==> config.mk <==
export PLATFORM = sky130hd
export DESIGN_NAME = template_tag_tokenizer
export DESIGN_NICKNAME = d
export VERILOG_FILES = /design/src/rtl/ttt_pkg.sv /design/src/rtl/ttt_scan.sv /design/src/rtl/ttt_res_fifo.sv /design/src/rtl/template_tag_tokenizer.sv
export SDC_FILE = /design/constraint.sdc
export NUM_CORES = 1
export LEC_CHECK = 0
export BUFFER_PORTS_ARGS = -buffer_cell sky130_fd_sc_hd__buf_4
export CAP_MARGIN = 20
export CORE_UTILIZATION = 60
export CTS_CLUSTER_SIZE = 16
export DETAILED_ROUTE_END_ITERATION = 12
export PLACE_DENSITY = 0.78
export REMOVE_ABC_BUFFERS = 1
export SLEW_MARGIN = 15
export SYNTH_ARGS = -nofsm -noshare
export SYNTH_HDL_FRONTEND = slang
export SYNTH_SLANG_ARGS = --single-unit
==> constraint.sdc <==
create_clock -name clk_i -period 7.1 [get_ports clk_i]
set_input_delay 0.71 -clock clk_i [delete_from_list [all_inputs] [get_ports clk_i]]
set_output_delay 0.71 -clock clk_i [all_outputs]
set_load 0.01 [all_outputs]
==> src/rtl/ttt_pkg.sv <==
// Shared types and constants for the template tag tokenizer.
// No dependencies; used by ttt_scan, ttt_res_fifo and template_tag_tokenizer.
`default_nettype none

package ttt_pkg;

  // Default width of the internal byte position counter.
  localparam int unsigned PosBitsDef = 16;
  // Width of every reported offset.
  localparam int unsigned OffW       = 16;
  // Result buffer depth; one step writes at most two records.
  localparam int unsigned ResDepth   = 4;
  localparam int unsigned ResPtrW    = $clog2(ResDepth);
  localparam int unsigned ResCntW    = $clog2(ResDepth + 1);

  localparam logic [7:0] ChLBrace = 8'h7B;
  localparam logic [7:0] ChRBrace = 8'h7D;
  localparam logic [7:0] ChPct    = 8'h25;
  localparam logic [7:0] ChStar   = 8'h2A;
  localparam logic [7:0] ChSpace  = 8'h20;
  localparam logic [7:0] ChTab    = 8'h09;

  typedef enum logic [1:0] {
    MODE_OUT     = 2'd0,
    MODE_NAME    = 2'd1,
    MODE_BODY    = 2'd2,
    MODE_COMMENT = 2'd3
  } mode_e;

  typedef enum logic [1:0] {
    KIND_TEXT = 2'd0,
    KIND_TAG  = 2'd1,
    KIND_END  = 2'd2
  } kind_e;

  typedef struct packed {
    logic [7:0] data_byte;
    logic       end_of_source;
  } in_beat_t;

  typedef struct packed {
    kind_e             kind;
    logic [OffW-1:0]   span_start;
    logic [OffW-1:0]   span_end;
    logic [OffW-1:0]   name_start;
    logic [OffW-1:0]   name_end;
    logic [OffW-1:0]   text_number;
    logic              unterminated;
    logic              overflow;
    logic              last;
  } res_beat_t;

  // Records produced by one scan step, in order, and how many are valid.
  typedef struct packed {
    res_beat_t   rec0;
    res_beat_t   rec1;
    logic [1:0]  num;
  } scan_out_t;

endpackage

`default_nettype wire

==> src/rtl/ttt_scan.sv <==
// Scan step of the template tag tokenizer: holds the scanner state and
// turns one source byte into up to two records. Depends on ttt_pkg.
`default_nettype none

module ttt_scan #(
  parameter int unsigned POS_BITS = ttt_pkg::PosBitsDef
) (
  input  wire logic                clk_i,
  input  wire logic                rst_ni,
  input  wire logic                step_i,
  input  wire ttt_pkg::in_beat_t   beat_i,
  output ttt_pkg::scan_out_t       out_o
);

  localparam logic [POS_BITS-1:0] PosMax = '1;
  localparam logic [POS_BITS-1:0] PosOne = POS_BITS'(1);
  localparam logic [POS_BITS-1:0] PosZero = '0;

  ttt_pkg::mode_e        mode_q, mode_d;
  logic [7:0]            held_byte_q, held_byte_d;
  logic                  held_valid_q, held_valid_d;
  logic [POS_BITS-1:0]   pos_q, pos_d;
  logic [POS_BITS-1:0]   seg_q, seg_d;
  logic [POS_BITS-1:0]   name_start_q, name_start_d;
  logic [POS_BITS-1:0]   name_end_q, name_end_d;
  logic [15:0]           text_cnt_q, text_cnt_d;
  logic                  ovf_q, ovf_d;

  // Step decode
  logic [7:0]            b;
  logic                  eos;
  logic [POS_BITS-1:0]   p, nxt, prv;
  logic                  ovf_now;
  logic                  open_hit, close_tag, close_cmt, consumed;
  logic                  blank_hit, hold_hit;
  ttt_pkg::mode_e        mode_mid;
  logic [POS_BITS-1:0]   seg_mid;
  logic                  text_a, text_b;

  always_comb begin
    b        = beat_i.data_byte;
    eos      = beat_i.end_of_source;
    p        = pos_q;
    ovf_now  = ovf_q | (pos_q == PosMax);
    nxt      = (p == PosMax) ? PosMax : p + PosOne;
    prv      = (p == PosZero) ? PosZero : p - PosOne;

    open_hit  = held_valid_q && (mode_q == ttt_pkg::MODE_OUT) &&
                (held_byte_q == ttt_pkg::ChLBrace) &&
                ((b == ttt_pkg::ChPct) || (b == ttt_pkg::ChStar));
    close_tag = held_valid_q &&
                ((mode_q == ttt_pkg::MODE_NAME) || (mode_q == ttt_pkg::MODE_BODY)) &&
                (held_byte_q == ttt_pkg::ChPct) && (b == ttt_pkg::ChRBrace);
    close_cmt = held_valid_q && (mode_q == ttt_pkg::MODE_COMMENT) &&
                (held_byte_q == ttt_pkg::ChStar) && (b == ttt_pkg::ChRBrace);
    consumed  = open_hit | close_tag | close_cmt;

    blank_hit = !consumed && (mode_q == ttt_pkg::MODE_NAME) &&
                ((b == ttt_pkg::ChSpace) || (b == ttt_pkg::ChTab));
    hold_hit  = !consumed && !blank_hit &&
                (((mode_q == ttt_pkg::MODE_OUT) && (b == ttt_pkg::ChLBrace)) ||
                 (((mode_q == ttt_pkg::MODE_NAME) || (mode_q == ttt_pkg::MODE_BODY)) &&
                  (b == ttt_pkg::ChPct)) ||
                 ((mode_q == ttt_pkg::MODE_COMMENT) && (b == ttt_pkg::ChStar)));

    mode_mid = mode_q;
    seg_mid  = seg_q;
    if (open_hit) begin
      mode_mid = (b == ttt_pkg::ChPct) ? ttt_pkg::MODE_NAME : ttt_pkg::MODE_COMMENT;
      seg_mid  = nxt;
    end else if (close_tag || close_cmt) begin
      mode_mid = ttt_pkg::MODE_OUT;
      seg_mid  = nxt;
    end else if (blank_hit) begin
      mode_mid = ttt_pkg::MODE_BODY;
      seg_mid  = p;
    end

    // Text before an opener, and trailing text at the end of the source
    text_a = open_hit && (prv > seg_q);
    text_b = eos && (mode_mid == ttt_pkg::MODE_OUT) && (nxt > seg_mid);
  end

  // Next state
  always_comb begin
    mode_d        = mode_mid;
    seg_d         = seg_mid;
    pos_d         = nxt;
    ovf_d         = ovf_now;
    held_valid_d  = hold_hit;
    held_byte_d   = hold_hit ? b : held_byte_q;
    name_start_d  = blank_hit ? seg_q : name_start_q;
    name_end_d    = blank_hit ? p : name_end_q;
    text_cnt_d    = text_cnt_q + 16'(text_a | text_b);
    if (eos) begin
      // Back to the reset state for the next source
      mode_d       = ttt_pkg::MODE_OUT;
      seg_d        = '0;
      pos_d        = '0;
      ovf_d        = 1'b0;
      held_valid_d = 1'b0;
      held_byte_d  = '0;
      name_start_d = '0;
      name_end_d   = '0;
      text_cnt_d   = '0;
    end
  end

  // Records
  ttt_pkg::res_beat_t prim, fin;
  logic               has_prim;

  always_comb begin
    prim      = '0;
    fin       = '0;
    has_prim  = text_a | close_tag | text_b;

    if (text_a) begin
      prim.kind        = ttt_pkg::KIND_TEXT;
      prim.span_start  = 16'(seg_q);
      prim.span_end    = 16'(prv);
      prim.text_number = text_cnt_q;
    end else if (close_tag) begin
      prim.kind     = ttt_pkg::KIND_TAG;
      prim.span_end = 16'(prv);
      if (mode_q == ttt_pkg::MODE_NAME) begin
        // Name-only form: empty body at the closer
        prim.span_start = 16'(prv);
        prim.name_start = 16'(seg_q);
        prim.name_end   = 16'(prv);
      end else begin
        prim.span_start = 16'(seg_q);
        prim.name_start = 16'(name_start_q);
        prim.name_end   = 16'(name_end_q);
      end
    end else if (text_b) begin
      prim.kind        = ttt_pkg::KIND_TEXT;
      prim.span_start  = 16'(seg_mid);
      prim.span_end    = 16'(nxt);
      prim.text_number = text_cnt_q;
    end

    fin.kind         = ttt_pkg::KIND_END;
    fin.span_end     = 16'(nxt);
    fin.unterminated = (mode_mid != ttt_pkg::MODE_OUT);
    fin.overflow     = ovf_now;
    fin.last         = 1'b1;

    out_o.num = {1'b0, has_prim} + {1'b0, eos};
    if (has_prim) begin
      out_o.rec0      = prim;
      out_o.rec0.last = !eos;
      out_o.rec1      = fin;
    end else begin
      out_o.rec0 = fin;
      out_o.rec1 = fin;
    end
  end

  always_ff @(posedge clk_i or negedge rst_ni) begin
    if (!rst_ni) begin
      mode_q       <= ttt_pkg::MODE_OUT;
      held_byte_q  <= '0;
      held_valid_q <= 1'b0;
      pos_q        <= '0;
      seg_q        <= '0;
      name_start_q <= '0;
      name_end_q   <= '0;
      text_cnt_q   <= '0;
      ovf_q        <= 1'b0;
    end else if (step_i) begin
      mode_q       <= mode_d;
      held_byte_q  <= held_byte_d;
      held_valid_q <= held_valid_d;
      pos_q        <= pos_d;
      seg_q        <= seg_d;
      name_start_q <= name_start_d;
      name_end_q   <= name_end_d;
      text_cnt_q   <= text_cnt_d;
      ovf_q        <= ovf_d;
    end
  end

endmodule

`default_nettype wire

==> src/rtl/ttt_res_fifo.sv <==
// Small result buffer: takes up to two records per cycle, hands out one unless stalled.
// Depends on ttt_pkg.
`default_nettype none

module ttt_res_fifo (
  input  wire logic                clk_i,
  input  wire logic                rst_ni,
  input  wire logic                push_i,
  input  wire ttt_pkg::scan_out_t  recs_i,
  output logic                     room2_o,
  output logic                     out_valid_o,
  input  wire logic                out_stall_i,
  output ttt_pkg::res_beat_t       out_data_o
);

  ttt_pkg::res_beat_t                mem_q [ttt_pkg::ResDepth];
  logic [ttt_pkg::ResPtrW-1:0]       wr_ptr_q, wr_ptr_d;
  logic [ttt_pkg::ResPtrW-1:0]       rd_ptr_q, rd_ptr_d;
  logic [ttt_pkg::ResCntW-1:0]       cnt_q, cnt_d;
  logic [1:0]                        n_push;
  logic                              pop;
  logic [ttt_pkg::ResPtrW-1:0]       wr_ptr_1;

  always_comb begin
    n_push      = push_i ? recs_i.num : 2'd0;
    out_valid_o = (cnt_q != '0);
    pop         = out_valid_o && !out_stall_i;
    out_data_o  = mem_q[rd_ptr_q];
    room2_o     = (cnt_q <= ttt_pkg::ResCntW'(ttt_pkg::ResDepth - 2));
    wr_ptr_1    = wr_ptr_q + ttt_pkg::ResPtrW'(1);
    wr_ptr_d    = wr_ptr_q + ttt_pkg::ResPtrW'(n_push);
    rd_ptr_d    = rd_ptr_q + ttt_pkg::ResPtrW'(pop);
    cnt_d       = cnt_q + ttt_pkg::ResCntW'(n_push) - ttt_pkg::ResCntW'(pop);
  end

  always_ff @(posedge clk_i or negedge rst_ni) begin
    if (!rst_ni) begin
      wr_ptr_q <= '0;
      rd_ptr_q <= '0;
      cnt_q    <= '0;
    end else begin
      wr_ptr_q <= wr_ptr_d;
      rd_ptr_q <= rd_ptr_d;
      cnt_q    <= cnt_d;
    end
  end

  always_ff @(posedge clk_i) begin
    if (n_push != 2'd0) begin
      mem_q[wr_ptr_q] <= recs_i.rec0;
    end
    if (n_push == 2'd2) begin
      mem_q[wr_ptr_1] <= recs_i.rec1;
    end
  end

endmodule

`default_nettype wire

==> src/rtl/template_tag_tokenizer.sv <==
// Template tag tokenizer top level: input register, scan step, result buffer.
// Depends on ttt_pkg, ttt_scan and ttt_res_fifo.
//
// Usage: source bytes arrive on the input channel (in_valid_i / in_stall_o,
// payload in_data_i), one byte per beat, the final byte of a source marked by
// end_of_source. Records leave on the output channel (out_valid_o /
// out_stall_i, payload out_data_o): text spans, tags and one end record per
// source; the last field marks the final record caused by a byte.
// The input register holds an accepted byte; the scan step reads it from
// there and writes its records into the result buffer, which offers them.
// Throughput: one byte per cycle while bytes cause at most one record each
// and the receiver does not stall; a byte that causes two records (text or
// tag followed by the end record) is taken up by a four-record result buffer.
// The scan step runs when the buffer has room for two records.
// Reset clears the scanner to "outside any tag", position zero, and empties
// the input register and the buffer. A stalled receiver fills the buffer;
// the input register then holds its byte and in_stall_o rises.
`default_nettype none

module template_tag_tokenizer #(
  parameter int unsigned POS_BITS = ttt_pkg::PosBitsDef
) (
  input  wire logic                clk_i,
  input  wire logic                rst_ni,
  input  wire logic                in_valid_i,
  output logic                     in_stall_o,
  input  wire ttt_pkg::in_beat_t   in_data_i,
  output logic                     out_valid_o,
  input  wire logic                out_stall_i,
  output ttt_pkg::res_beat_t       out_data_o
);

  logic                 in_vld_q, in_vld_d;
  ttt_pkg::in_beat_t    in_beat_q;
  logic                 room2;
  logic                 step;
  logic                 load;
  ttt_pkg::scan_out_t   recs;

  always_comb begin
    step       = in_vld_q && room2;
    in_stall_o = in_vld_q && !room2;
    load       = in_valid_i && !in_stall_o;
    in_vld_d   = load | (in_vld_q & !step);
  end

  always_ff @(posedge clk_i or negedge rst_ni) begin
    if (!rst_ni) begin
      in_vld_q <= 1'b0;
    end else begin
      in_vld_q <= in_vld_d;
    end
  end

  always_ff @(posedge clk_i) begin
    if (load) begin
      in_beat_q <= in_data_i;
    end
  end

  ttt_scan #(
    .POS_BITS (POS_BITS)
  ) u_scan (
    .clk_i  (clk_i),
    .rst_ni (rst_ni),
    .step_i (step),
    .beat_i (in_beat_q),
    .out_o  (recs)
  );

  ttt_res_fifo u_res_fifo (
    .clk_i       (clk_i),
    .rst_ni      (rst_ni),
    .push_i      (step),
    .recs_i      (recs),
    .room2_o     (room2),
    .out_valid_o (out_valid_o),
    .out_stall_i (out_stall_i),
    .out_data_o  (out_data_o)
  );

endmodule

`default_nettype wire
==> metrics.md <==
| Metric | Value |
|---|---|
| Initial DRC count | `roughly 1600` |
| Power density over the cells | `approximately 350 mW/mm^2` |
| Core ar. | `0.0336 mm^2` |
| WHS | `0.104 ns` |
| CTS Buffer Depth | `3` |
| Die footprint | `between 0.03 and 0.04 mm^2` |
| Max cap viols | `0` |
| Syn-to-layout area delta | `14.2%` |
| CTS tree | `built` |
| Async SR Flop Fraction | `roughly 22%` |
| Yosys cell types | `76` |
| First-pass GRT wire length | `92300 um` |
| Post-synth EDFFs | `81` |
| Outcome | `complete, no violations` |
| GRT Total Usage | `33.8%` |
| Crit path kind | `reg2reg` |
| Num CTS Buffers | `46` |
| Starting Density | `slightly above 60%` |
| Arrival time of the worst setup path | `6.91 ns` |
| Wire per inst | `about 24 um` |
| Critical Path End Type | `register` |
| Register area share after synthesis | `50.1%` |
| Final-report setup violation count | `0` |
| Max FO, Critical Path | `14` |
| H-Tree Depth | `2` |
| DR DRC count | `0` |
| IO Count | `100` |
| RSZ-0062 raised after global routing | `no` |
| Crit path launch type | `register` |
| Post-CTS Setup Bufs | `0` |
| CTS resizes | `0` |
| Worst slew pin tran | `1.07 ns` |
| Minimum clock period after layout | `roughly 6.5 ns` |
| Total gr overflow | `0` |
| Final period util | `92.1%` |
| Layout cells sized above 1 | `20.4%` |
| Std cell rows | `67` |
| Slew Limit Fails | `0` |
| Dpl cells | `2332` |
| Vias in the first global route | `16103` |
| Die height | `187 um` |
| Root Buffer | `clkbuf_16` |
| #FFs+latches synth | `449` |
| Largest net degree at the start of global routing | `66` |
| Clock latency on the worst-skew pair | `0.57 ns` |
| Top_reg_cell synth | `dfxtp_1` |
| Mapped Area | `between 0.02 and 0.025 mm^2` |
| Clk_skew | `0.0188 ns` |
| CTS Hold Bufs | `0` |
| Final setup margin | `0.563 ns` |
| Die Wd | `around 190 um` |
| Fin nets | `around 2000` |
| Sinks on Clock Net | `approximately 450` |
| Fmax | `153 MHz` |
| Via count | `16254` |
| Post-route antenna net violation count | `0` |
| DP Wirelength | `38300 um` |
| Max VDD drop | `roughly 500 uV` |
| Drt pass-1 iters | `7` |
| Setup WS pre-CTS | `0.756 ns` |
| Syn. warnings | `0` |
| Leak | `9.29 nW` |
| Port Buffers | `99` |
| Final hold violations | `0` |
| Hold Path Class | `in2async` |
| Avg Vias per Cell | `around 6.7` |
| Post-synthesis area per instance | `11.0 um^2` |
| Inserted Diodes | `0` |
| Post-Syn Instances | `1877` |
| Final wirelength | `58800 um` |
| CP required | `7.47 ns` |
| Non-filler cells, final | `2419` |
| Initial antenna violation count | `0` |
| Gpl congestion | `1.01` |
| Worst rel slew slack | `28.0%` |
| Clock-pin slew on the worst setup and hold paths | `0.06 ns` |
where the power goes:
part | total, mW | switching, mW | internal [mW]
logic | 2.64 | 1.70 | 0.938
registers | 3.07 | 0.266 | 2.80
clock network | 2.52 | 1.03 | 1.49
worst paths after layout:
path | cells past startpoint | end | startpoint | slack [ns]
max | 18 | u_res_fifo.mem_q[0][61] | u_scan.p[0] | 0.56
min | 1 | u_scan.text_cnt_q[13] | rst_ni | 0.10
max reg2reg | 18 | u_res_fifo.mem_q[0][61] | u_scan.p[0] | 0.56
min reg2reg | 2 | u_res_fifo.mem_q[1][69] | u_res_fifo.mem_q[1][69] | 0.45
max in group asynchronous | 2 | u_scan.name_start_q[6] | rst_ni | 5.65
min in group clk_i | 1 | in_beat_q[4] | in_data_i[4] | 0.32
synthesized netlist by cell type (all sizes together) (13+ instances only):
master	number	area share, %
a21oi	44	1.3
a22o	168	7.2
buf	36	0.88
clkbuf	121	2.2
dfrtp	100	12
dfxtp	268	26
edfxtp	81	12
ha	43	2.6
inv	69	1.3
mux2	29	1.6
mux2i	34	1.7
mux4	85	9.3
nand2	137	2.5
nand2b	15	0.46
nand3	99	2.4
nand4	25	0.76
nor2	70	1.3
nor3	28	0.95
nor4	13	0.47
o211ai	18	0.66
o21ai	167	4.1
o22ai	82	2.5
or3	14	0.43
xor2	14	0.60
flip-flops by register name (all words and copies together), names as in the netlist:
register / count
in_vld_q: 1
u_scan.name_end_q: 16
in_beat_q: 9
u_res_fifo.wr_ptr_q: 2
u_scan.name_start_q: 16
u_scan.mode_q: 2
u_scan.held_valid_q: 1
u_res_fifo.cnt_q: 3
u_scan.seg_q: 16
u_scan.ovf_q: 1
u_res_fifo.rd_ptr_q: 2
u_scan.p: 16
u_res_fifo.mem_q: 340
u_scan.held_byte_q: 8
u_scan.text_cnt_q: 16
cell type report:
class / instances / area (um^2)
Timing Repair Buffer: 165 / 1280
Clock buffer: 72 / 1450
Clock inverter: 14 / 171
Tap cell: 448 / 561
Sequential cell: 449 / 10300
Fill cell: 2400 / 10100
Multi-Input combinational cell: 1202 / 9450
Inverter: 69 / 259
worst max-delay path, cell delays in order, from the launching register on:
cell and delay [ns]:
dfrtp_1 0.50, ha_1 0.29, nand4_1 0.36, nor4_1 0.33
nand3b_1 0.14, o21ai_1 0.29, mux2_2 0.44, ha_1 0.34
nand4_1 0.19, nor3_1 0.30, a21boi_0 0.16, and3_1 0.30
a211oi_4 0.45, inv_1 0.16, ha_1 0.46, o21ai_1 0.25
nor3_2 0.46, nand2_1 0.53, o22ai_1 0.36
cells by family (layout without fill, tap and decap cells):
logic type	after synthesis	after routing	synth area share, %
XOR/XNOR	21	21	0.894
multiplexers	148	148	12.5
adder cells (fa/ha/maj)	44	44	2.71
AO/OA/AOI/OAI	536	536	18.3
flip-flops	449	449	50.1
AND/OR/NAND/NOR	453	453	11.1
buffers and inverters	226	320	4.35
routing by layer:
metal  vias up  wire length (um)  track usage, %
met3       122              5180            5.63
li1       7204                 -               -
met4         0              2160            13.3
met2       843             26900            52.0
met1      8085             24600            48.0
met5         -                 0               0
stage by stage:
step,area (um^2),utilization (%),TNS [ns],power (mW)
6_report,23500,69.9,0,8.22
5_1_grt,23500,69.9,0,8.54
4_1_cts,23500,69.8,0,8.18
3_5_place_dp,21800,65.0,0,5.69
3_3_place_gp,21800,65.0,0,5.64
2_1_floorplan,19900,-,-259.06,4.66
cells in the final DEF (no fill, tap or decap), drive strengths merged, types with 8 or more instances in the layout:
master,Yosys,final
o21ai,167,167
nand3,99,99
dfxtp,268,268
edfxtp,81,81
inv,69,69
nor3,28,28
mux2i,34,34
buf,36,165
clkinv,0,12
or3,14,14
clkbuf,121,72
mux4,85,85
a32oi,10,10
o211ai,18,18
a21o,9,9
mux2,29,29
nand4,25,25
dfrtp,100,100
and2,8,8
xor2,14,14
a22o,168,168
nor2,70,70
o22ai,82,82
a21oi,44,44
nand2,137,137
nand2b,15,15
nor4,13,13
ha,43,43
Note: power is estimated with default switching activity, not from simulation.
